<file path="config.mk">
export PLATFORM = sky130hd
export DESIGN_NAME = gost_counter_mode_keystream_xor
export DESIGN_NICKNAME = d
export VERILOG_FILES = /design/src/gostctr_pkg.sv /design/src/gostctr_ctrl.sv /design/src/gostctr_dp.sv /design/src/gost_counter_mode_keystream_xor.sv
export SDC_FILE = /design/constraint.sdc
export NUM_CORES = 1
export LEC_CHECK = 0
export BUFFER_PORTS_ARGS = -buffer_cell sky130_fd_sc_hd__buf_2
export CAP_MARGIN = 20
export CORE_MARGIN = 5
export CORE_UTILIZATION = 27
export CTS_CLUSTER_SIZE = 28
export DETAILED_ROUTE_END_ITERATION = 7
export HOLD_SLACK_MARGIN = 0.12
export PLACE_DENSITY_LB_ADDON = 0.2
export SYNTH_ARGS = -nofsm -noshare
export SYNTH_HDL_FRONTEND = slang
export SYNTH_SLANG_ARGS = --single-unit
</file>
<file path="constraint.sdc">
create_clock -name clk_i -period 14.7 [get_ports clk_i]
set_input_delay 2.94 -clock clk_i [delete_from_list [all_inputs] [get_ports clk_i]]
set_output_delay 2.94 -clock clk_i [all_outputs]
set_load 0.005 [all_outputs]
</file>
<file path="src/gostctr_pkg.sv">
// ----------------------------------------------------------------------------
// gostctr_pkg: shared types, constants and functions
// Round function tables, counter steps and controller/datapath command words.
// ----------------------------------------------------------------------------
`default_nettype none

package gostctr_pkg;

  localparam int unsigned WordW       = 32;
  localparam int unsigned NumKeys     = 8;
  localparam int unsigned KeyIdxW     = 3;
  localparam int unsigned CfgIdxW     = 4;
  localparam int unsigned RoundW      = 5;
  localparam int unsigned LastRound   = 31;
  localparam int unsigned FwdRounds   = 24;
  localparam int unsigned RotAmt      = 11;

  // blocks per chunk before the counter is reloaded
  localparam int unsigned ChunkBlocks = 512;
  localparam int unsigned ChunkW      = (ChunkBlocks > 1) ? $clog2(ChunkBlocks) : 1;

  localparam logic [WordW-1:0] IvWord0  = 32'h591dcb84;
  localparam logic [WordW-1:0] IvWord1  = 32'hcba84b2c;
  localparam logic [WordW-1:0] StepLow  = 32'h01010101;
  localparam logic [WordW-1:0] StepHigh = 32'h01010104;

  localparam logic [WordW-1:0] KeyReset [NumKeys] = '{
    32'hf7aa4c98, 32'hbf62c067, 32'h0b524334, 32'hbc28a2d0,
    32'h6b57c2d1, 32'h233843aa, 32'hc06d0210, 32'h38d4f804
  };

  localparam logic [3:0] SBox [8][16] = '{
    '{4'd1,  4'd15, 4'd13, 4'd0,  4'd5,  4'd7,  4'd10, 4'd4,
      4'd9,  4'd2,  4'd3,  4'd14, 4'd6,  4'd11, 4'd8,  4'd12},
    '{4'd13, 4'd11, 4'd4,  4'd1,  4'd3,  4'd15, 4'd5,  4'd9,
      4'd0,  4'd10, 4'd14, 4'd7,  4'd6,  4'd8,  4'd2,  4'd12},
    '{4'd4,  4'd11, 4'd10, 4'd0,  4'd7,  4'd2,  4'd1,  4'd13,
      4'd3,  4'd6,  4'd8,  4'd5,  4'd9,  4'd12, 4'd15, 4'd14},
    '{4'd6,  4'd12, 4'd7,  4'd1,  4'd5,  4'd15, 4'd13, 4'd8,
      4'd4,  4'd10, 4'd9,  4'd14, 4'd0,  4'd3,  4'd11, 4'd2},
    '{4'd7,  4'd13, 4'd10, 4'd1,  4'd0,  4'd8,  4'd9,  4'd15,
      4'd14, 4'd4,  4'd6,  4'd12, 4'd11, 4'd2,  4'd5,  4'd3},
    '{4'd5,  4'd8,  4'd1,  4'd13, 4'd10, 4'd3,  4'd4,  4'd2,
      4'd14, 4'd15, 4'd12, 4'd7,  4'd6,  4'd0,  4'd9,  4'd11},
    '{4'd14, 4'd11, 4'd4,  4'd12, 4'd6,  4'd13, 4'd15, 4'd10,
      4'd2,  4'd3,  4'd8,  4'd1,  4'd0,  4'd7,  4'd5,  4'd9},
    '{4'd4,  4'd10, 4'd9,  4'd2,  4'd13, 4'd8,  4'd0,  4'd14,
      4'd6,  4'd11, 4'd1,  4'd12, 4'd7,  4'd15, 4'd5,  4'd3}
  };

  // S-box substitution per byte lane, then rotate left
  function automatic logic [WordW-1:0] gost_f(input logic [WordW-1:0] x);
    logic [WordW-1:0] r;
    r = '0;
    for (int l = 0; l < 4; l++) begin
      r[8*l+4 +: 4] = SBox[6-2*l][x[8*l+4 +: 4]];
      r[8*l   +: 4] = SBox[7-2*l][x[8*l   +: 4]];
    end
    return {r[WordW-RotAmt-1:0], r[WordW-1:WordW-RotAmt]};
  endfunction

  // add with end-around carry
  function automatic logic [WordW-1:0] add_eac(input logic [WordW-1:0] x,
                                               input logic [WordW-1:0] c);
    logic [WordW:0] s;
    s = {1'b0, x} + {1'b0, c};
    return s[WordW-1:0] + {{(WordW-1){1'b0}}, s[WordW]};
  endfunction

  typedef struct packed {
    logic              accept;
    logic              load_iv;
    logic              step;
    logic              step_from_iv;
    logic              round_en;
    logic [RoundW-1:0] round_idx;
    logic              load_out;
  } gc_cmd_t;

  typedef struct packed {
    logic reload;
  } gc_status_t;

endpackage

`default_nettype wire

</file>
<file path="src/gostctr_ctrl.sv">
// ----------------------------------------------------------------------------
// gostctr_ctrl: sequencing controller
// Steps the shared round unit through IV and keystream runs, owns tvalid.
// ----------------------------------------------------------------------------
`default_nettype none

module gostctr_ctrl (
  input  wire                    clk_i,
  input  wire                    rst_ni,
  input  wire                    in_valid_i,
  output logic                   in_ready_o,
  output logic                   out_valid_o,
  input  wire                    out_ready_i,
  input  wire  gostctr_pkg::gc_status_t status_i,
  output gostctr_pkg::gc_cmd_t   cmd_o
);
  import gostctr_pkg::*;

  localparam logic [2:0] StIdle   = 3'd0;
  localparam logic [2:0] StIvRnd  = 3'd1;
  localparam logic [2:0] StStepIv = 3'd2;
  localparam logic [2:0] StStep   = 3'd3;
  localparam logic [2:0] StKsRnd  = 3'd4;
  localparam logic [2:0] StDone   = 3'd5;

  logic [2:0]        state_q, state_d;
  logic [RoundW-1:0] round_q, round_d;
  logic              ovalid_q, ovalid_d;
  logic              last_round;

  assign last_round = (round_q == RoundW'(LastRound));

  always_comb begin
    state_d  = state_q;
    round_d  = round_q;
    ovalid_d = ovalid_q && !out_ready_i;
    cmd_o    = '0;
    cmd_o.round_idx = round_q;
    in_ready_o = (state_q == StIdle);
    case (state_q)
      StIdle: begin
        if (in_valid_i) begin
          cmd_o.accept = 1'b1;
          round_d = '0;
          if (status_i.reload) begin
            cmd_o.load_iv = 1'b1;
            state_d = StIvRnd;
          end else begin
            state_d = StStep;
          end
        end
      end
      StIvRnd: begin
        cmd_o.round_en = 1'b1;
        round_d = round_q + 1'b1;
        if (last_round) state_d = StStepIv;
      end
      StStepIv: begin
        cmd_o.step = 1'b1;
        cmd_o.step_from_iv = 1'b1;
        state_d = StKsRnd;
      end
      StStep: begin
        cmd_o.step = 1'b1;
        state_d = StKsRnd;
      end
      StKsRnd: begin
        cmd_o.round_en = 1'b1;
        round_d = round_q + 1'b1;
        if (last_round) state_d = StDone;
      end
      StDone: begin
        // hold the result until the output register is free
        if (!ovalid_q || out_ready_i) begin
          cmd_o.load_out = 1'b1;
          ovalid_d = 1'b1;
          state_d = StIdle;
        end
      end
      default: begin
        state_d = StIdle;
      end
    endcase
  end

  always_ff @(posedge clk_i or negedge rst_ni) begin
    if (!rst_ni) begin
      state_q  <= StIdle;
      round_q  <= '0;
      ovalid_q <= 1'b0;
    end else begin
      state_q  <= state_d;
      round_q  <= round_d;
      ovalid_q <= ovalid_d;
    end
  end

  assign out_valid_o = ovalid_q;

endmodule

`default_nettype wire

</file>
<file path="src/gostctr_dp.sv">
// ----------------------------------------------------------------------------
// gostctr_dp: cipher datapath
// Subkeys, counter, chunk position, one shared round unit and result register.
// ----------------------------------------------------------------------------
`default_nettype none

module gostctr_dp (
  input  wire                                clk_i,
  input  wire                                rst_ni,
  input  wire                                cfg_we_i,
  input  wire  [gostctr_pkg::CfgIdxW-1:0]    cfg_idx_i,
  input  wire  [gostctr_pkg::WordW-1:0]      cfg_wdata_i,
  input  wire                                first_i,
  input  wire  [2*gostctr_pkg::WordW-1:0]    data_i,
  input  wire  gostctr_pkg::gc_cmd_t         cmd_i,
  output gostctr_pkg::gc_status_t            status_o,
  output logic [2*gostctr_pkg::WordW-1:0]    result_o
);
  import gostctr_pkg::*;

  logic [WordW-1:0]   key_q [NumKeys];
  logic [WordW-1:0]   ctr_lo_q, ctr_hi_q;
  logic [WordW-1:0]   a_q, b_q;
  logic [2*WordW-1:0] data_q, res_q;
  logic [ChunkW-1:0]  pos_q;

  logic [ChunkW-1:0]  pos_base;
  logic [ChunkW:0]    pos_inc;
  logic [ChunkW-1:0]  pos_d;
  logic [KeyIdxW-1:0] key_idx;
  logic [WordW-1:0]   rnd_src, rnd_f;
  logic [WordW-1:0]   src_lo, src_hi, nxt_lo, nxt_hi;

  // chunk restart on a first block or on wrap
  assign pos_base = first_i ? '0 : pos_q;
  assign pos_inc  = {1'b0, pos_base} + 1'b1;
  assign pos_d    = (pos_inc >= (ChunkW+1)'(ChunkBlocks)) ? '0 : pos_inc[ChunkW-1:0];
  assign status_o.reload = first_i || (pos_q == '0);

  // subkeys 0..7 three times forward, then 7..0
  assign key_idx = (cmd_i.round_idx < RoundW'(FwdRounds)) ? cmd_i.round_idx[KeyIdxW-1:0]
                                                          : ~cmd_i.round_idx[KeyIdxW-1:0];
  assign rnd_src = cmd_i.round_idx[0] ? b_q : a_q;
  assign rnd_f   = gost_f(key_q[key_idx] + rnd_src);

  // cipher output is swapped: (b, a)
  assign src_lo = cmd_i.step_from_iv ? b_q : ctr_lo_q;
  assign src_hi = cmd_i.step_from_iv ? a_q : ctr_hi_q;
  assign nxt_lo = add_eac(src_lo, StepLow);
  assign nxt_hi = add_eac(src_hi, StepHigh);

  always_ff @(posedge clk_i or negedge rst_ni) begin
    if (!rst_ni) begin
      for (int i = 0; i < NumKeys; i++) key_q[i] <= KeyReset[i];
      ctr_lo_q <= '0;
      ctr_hi_q <= '0;
      pos_q    <= '0;
    end else begin
      if (cfg_we_i && (cfg_idx_i < CfgIdxW'(NumKeys))) begin
        key_q[cfg_idx_i[KeyIdxW-1:0]] <= cfg_wdata_i;
      end
      if (cmd_i.accept) pos_q <= pos_d;
      if (cmd_i.step) begin
        ctr_lo_q <= nxt_lo;
        ctr_hi_q <= nxt_hi;
      end
    end
  end

  always_ff @(posedge clk_i) begin
    if (cmd_i.accept) data_q <= data_i;
    if (cmd_i.load_iv) begin
      a_q <= IvWord0;
      b_q <= IvWord1;
    end else if (cmd_i.step) begin
      a_q <= nxt_lo;
      b_q <= nxt_hi;
    end else if (cmd_i.round_en) begin
      if (cmd_i.round_idx[0]) a_q <= a_q ^ rnd_f;
      else                    b_q <= b_q ^ rnd_f;
    end
    if (cmd_i.load_out) begin
      res_q <= data_q ^ {a_q, b_q};
    end
  end

  assign result_o = res_q;

endmodule

`default_nettype wire

</file>
<file path="src/gost_counter_mode_keystream_xor.sv">
// ----------------------------------------------------------------------------
// gost_counter_mode_keystream_xor: GOST 28147-89 counter-mode XOR
// Controller and datapath for one 64-bit block per word.
// ----------------------------------------------------------------------------
// Each input word is XORed with a keystream pair made by enciphering a
// running counter with 32 GOST rounds (subkeys 0..7 three times, then 7..0).
// A word with tuser set, or the first word of every 512-block chunk (also the
// first word after reset), reloads the counter with the encryption of the
// fixed IV. One shared round unit does one round per cycle. A block goes
// through accept, counter step, 32 rounds and result load, and tvalid rises
// together with the registered result; on a reload the IV is loaded at
// accept and 32 IV rounds come before the counter step. The block takes
// one word at a time; a finished result waits in the output register while
// the next word is already taken. Subkeys are to be written through the cfg
// port only while idle, which the block itself does not enforce; an index of
// 8 or more is dropped. Encryption and decryption are the same operation.
`default_nettype none

module gost_counter_mode_keystream_xor (
  input  wire                                clk_i,
  input  wire                                rst_ni,
  // configuration write port
  input  wire                                cfg_we_i,
  input  wire  [gostctr_pkg::CfgIdxW-1:0]    cfg_idx_i,
  input  wire  [gostctr_pkg::WordW-1:0]      cfg_wdata_i,
  // input stream
  input  wire                                s_axis_tvalid,
  output logic                               s_axis_tready,
  input  wire  [2*gostctr_pkg::WordW-1:0]    s_axis_tdata,  // data_low, data_high
  input  wire                                s_axis_tuser,  // first_block
  // output stream
  output logic                               m_axis_tvalid,
  input  wire                                m_axis_tready,
  output logic [2*gostctr_pkg::WordW-1:0]    m_axis_tdata   // out_low, out_high
);
  import gostctr_pkg::*;

  gc_cmd_t    cmd;
  gc_status_t status;

  // sequence rounds and the output handshake
  gostctr_ctrl u_ctrl (
    .clk_i       (clk_i),
    .rst_ni      (rst_ni),
    .in_valid_i  (s_axis_tvalid),
    .in_ready_o  (s_axis_tready),
    .out_valid_o (m_axis_tvalid),
    .out_ready_i (m_axis_tready),
    .status_i    (status),
    .cmd_o       (cmd)
  );

  // hold subkeys, counter and chunk position; run the rounds
  gostctr_dp u_dp (
    .clk_i       (clk_i),
    .rst_ni      (rst_ni),
    .cfg_we_i    (cfg_we_i),
    .cfg_idx_i   (cfg_idx_i),
    .cfg_wdata_i (cfg_wdata_i),
    .first_i     (s_axis_tuser),
    .data_i      (s_axis_tdata),
    .cmd_i       (cmd),
    .status_o    (status),
    .result_o    (m_axis_tdata)
  );

endmodule

`default_nettype wire
</file>
==> parameters.txt <==
Parameter                              Value

Setup path
  Data arrival, critical path    7.72 ns
  Critical path required time    15.29 ns
  Worst flop-to-flop path startpoint    u_ctrl.round_q[4]$_DFFE_PN0P_
  Kind of launch point of the worst setup path    flop
  Setup CP Type    flop to flop
  Worst-path fanout max    41
  Register-to-register setup slack    7.57 ns
  Capture instance of the worst register-to-register path    u_dp.b_q[9]$_SDFFE_PP1P_
  CP Capture Type    flop
  Cell depth of the worst flop-to-flop path    19

Synth
  Synthesized-area fraction occupied by xor and xnor cells    0.0713
  Compound-Gate Fraction of Synth Area    0.0842
  Main combinational cell family by area after synthesis    multiplexers
  Flops & latches, synth    530
  Net Count, Synth    2847
  Simple-gate share of the synthesized area    0.120
  Primary flip-flop cell chosen by synthesis mapping    dfrtp_1
  Post-synth EDFFs    128
  Most common library cells after synthesis    mux2_2, nand2_1, dfrtp_1, nor2_1, xor2_1
  Multiplexer share of the synthesized area    0.210
  Yosys Warn Count    0
  Share of flip-flops with an asynchronous set or reset after synthesis    0.638
  Share of the synthesized area in the top cell type    0.188
  Mean instance size in the synthesized netlist    11.3 um^2
  Largest area contributor in the synthesized netlist    dfrtp_1
  Adder-cell share of the synthesized area    0.0330
  Cell with the most instances after synthesis    mux2_2
  Portion of the post-synthesis area used by sequential elements    0.455
  Synthesized instance count    2662
  Netlist area before placement    0.0302 mm^2
  Top area cells in the synthesized netlist    dfrtp_1, edfxtp_1, mux2_2
  Number of distinct library cells after synthesis    107

Floorplan
  Vertical die dimension    344 um
  Total Die Area    0.119 mm^2
  Effective utilization at floorplan    0.272
  Row cnt    122
  Core box area    0.111 mm^2
  Number of top-level pins    172
  Die width    344 um

Clocking
  Number of buffers inserted during clock tree synthesis    69
  Clock tree from TritonCTS    yes
  Worst-skew pair later-pin latency    0.64 ns
  Clock H-tree levels    3
  # clock sinks    530
  # Post-CTS Setup Buffers    0
  Hold-fix buffer count after cts    0
  Clk slew on worst S/H paths    0.06 ns
  Root buf cell    clkbuf_16
  Clock buffer depth    3
  Count of instances resized after the clock tree is built    0

Timing
  Hold violation count in the final report    0
  Worst clock skew    0.0381 ns
  Aggregate negative setup slack    0 ns
  Shortest period the worst path allows    7.13 ns
  Unrepaired setup endpoints after global routing    false
  Remaining max-slew budget at the tightest pin    0.285
  Slew Limit Fails    0
  Worst slew pin tran    1.06 ns
  Final worst-path cycle share    0.485
  # setup viols final    0
  Maximum achievable frequency    140 MHz

Route
  Final WL    92900 um
  First drt pass iteration count    5
  # DRC    0
  Post-detailed-route wirelength per cell    21.4 um
  Drt first-iter violations    1334
  Number of vias per cell after detailed routing    4.88
  Routed via count    21.2k
  Antenna-violating nets left    0

Run status
  Run status    completed

Placed design
  Count of input and output buffers    171
  Routability-driven placement congestion ratio    0.816
  HPWL after DPL    63500 um

Hold path
  Worst Min Path Start    u_dp.ctr_hi_q[1]$_DFFE_PN0P_
  Hold Path End    u_dp.ctr_hi_q[1]$_DFFE_PN0P_
  Type of the tightest min-delay check    flop to flop
  Worst hold path cell count    2

Global route
  Global-route congestion overflow total    0
  Overall track demand over capacity in global routing    0.155
  Largest net degree at the start of global routing    77
  Vias in the first global route    21.3k
  Number of antenna violations at the first check in global routing    13
  Global-route wire length before repair    139000 um

Run
  Max Cap Violations    0

Final layout
  Nets@finish    2983
  Share of layout cells above drive strength 1    0.321
  Syn-to-layout area delta    16.0%
[cell usage in the layout (no fill, tap or decap), types with 20 or more instances in the layout]
cell type and count:
inv_1 44, a21oi_1 85, dfrtp_1 226, and3_1 35
nor2_1 201, o21ai_0 74, clkbuf_16 70, nor3_1 52
buf_4 42, nand4_1 22, xor2_1 132, o21a_1 21
nand2_1 234, edfxtp_1 128, xnor2_1 99, mux2i_1 73
dfxtp_1 64, clkbuf_1 20, nand3_1 63, dfstp_2 111
mux4_2 71, a21o_1 25, ha_1 78, buf_2 171
mux2_2 338, a211oi_1 26
[state kept, by name, summed over array words and instances, names as in the netlist]
signal	count
u_dp.key_q	256
u_dp.data_q	64
u_dp.result_o	64
u_dp.a_q	32
u_dp.b_q	32
u_dp.ctr_hi_q	32
u_dp.ctr_lo_q	32
u_dp.pos_q	9
u_ctrl.round_q	5
u_ctrl.state_q	3
u_ctrl.out_valid_o	1
[area by class of cell]
type	instances	area, um^2
inverter	45	170
tap	1488	1860
sequential	530	13700
clock buffer	99	1950
clock inverter	27	349
fill	11462	75800
timing repair buffer	214	1190
antenna	5	12.5
multi-input combinational	1938	15800
[worst max-delay path by stage]
stage / startpoint / to / slack [ns] / cells past startpoint
final: u_ctrl.round_q[4]$_DFFE_PN0P_ / u_dp.b_q[9]$_SDFFE_PP1P_ / 7.57 / 19
after global placement: u_ctrl.round_q[3]$_DFFE_PN0P_ / u_dp.b_q[9]$_SDFFE_PP1P_ / 7.55 / 19
after floorplan: m_axis_tready / u_dp.result_o[0]$_DFFE_PP_ / 8.55 / 2
after CTS: u_ctrl.round_q[4]$_DFFE_PN0P_ / u_dp.b_q[9]$_SDFFE_PP1P_ / 7.47 / 19
after detailed placement: u_ctrl.round_q[3]$_DFFE_PN0P_ / u_dp.b_q[9]$_SDFFE_PP1P_ / 7.50 / 19
after global routing: u_ctrl.round_q[4]$_DFFE_PN0P_ / u_dp.b_q[26]$_SDFFE_PP0P_ / 7.02 / 22
[critical path, cell delays in order (launching register included)]
cell and delay [ns]:
dfrtp_1 0.39, nand2_1 0.36, xor2_4 0.17, buf_4 0.43, buf_4 0.77, mux4_2 0.61
mux2_2 0.33, ha_1 0.48, and4_1 0.24, o2111ai_1 0.11, a21o_1 0.23, a21o_1 0.21
a21oi_2 0.40, a41oi_1 0.20, xnor2_1 0.62, ha_1 0.39, mux4_2 0.50, or3_1 0.32
a31oi_1 0.15, or2_1 0.11
[stage by stage]
step	utilization	area (um^2)	std cells	setup WS (ns)	hold WS [ns]
after floorplan	-	30200	2662	8.55	0.440
final	0.316	35000	4346	7.57	0.470
after CTS	0.316	35000	4341	7.47	0.476
after global routing	0.316	35000	4341	7.02	0.504
after global placement	0.295	32700	4214	7.55	0.462
after detailed placement	0.295	32700	4215	7.50	0.461
[cells by family after synthesis]
kind of cell,count (synthesis)
and+or+nand+nor,753
muxes,493
DFF,530
adders and majority gates,79
AOI/OAI and AO/OA,374
xor gates and xnor gates,239
buffers and inverters,194
[layer usage]
layer	share of wire	GRT usage	wire length [um]
met1	0.47	0.214	43300
met2	0.46	0.249	43000
met3	0.042	0.0256	3950
met4	0.029	0.0470	2670
met5	0	0	0
Power is not shown: default switching activity piles up to over one toggle a cycle in this logic, so the estimate is an artifact.
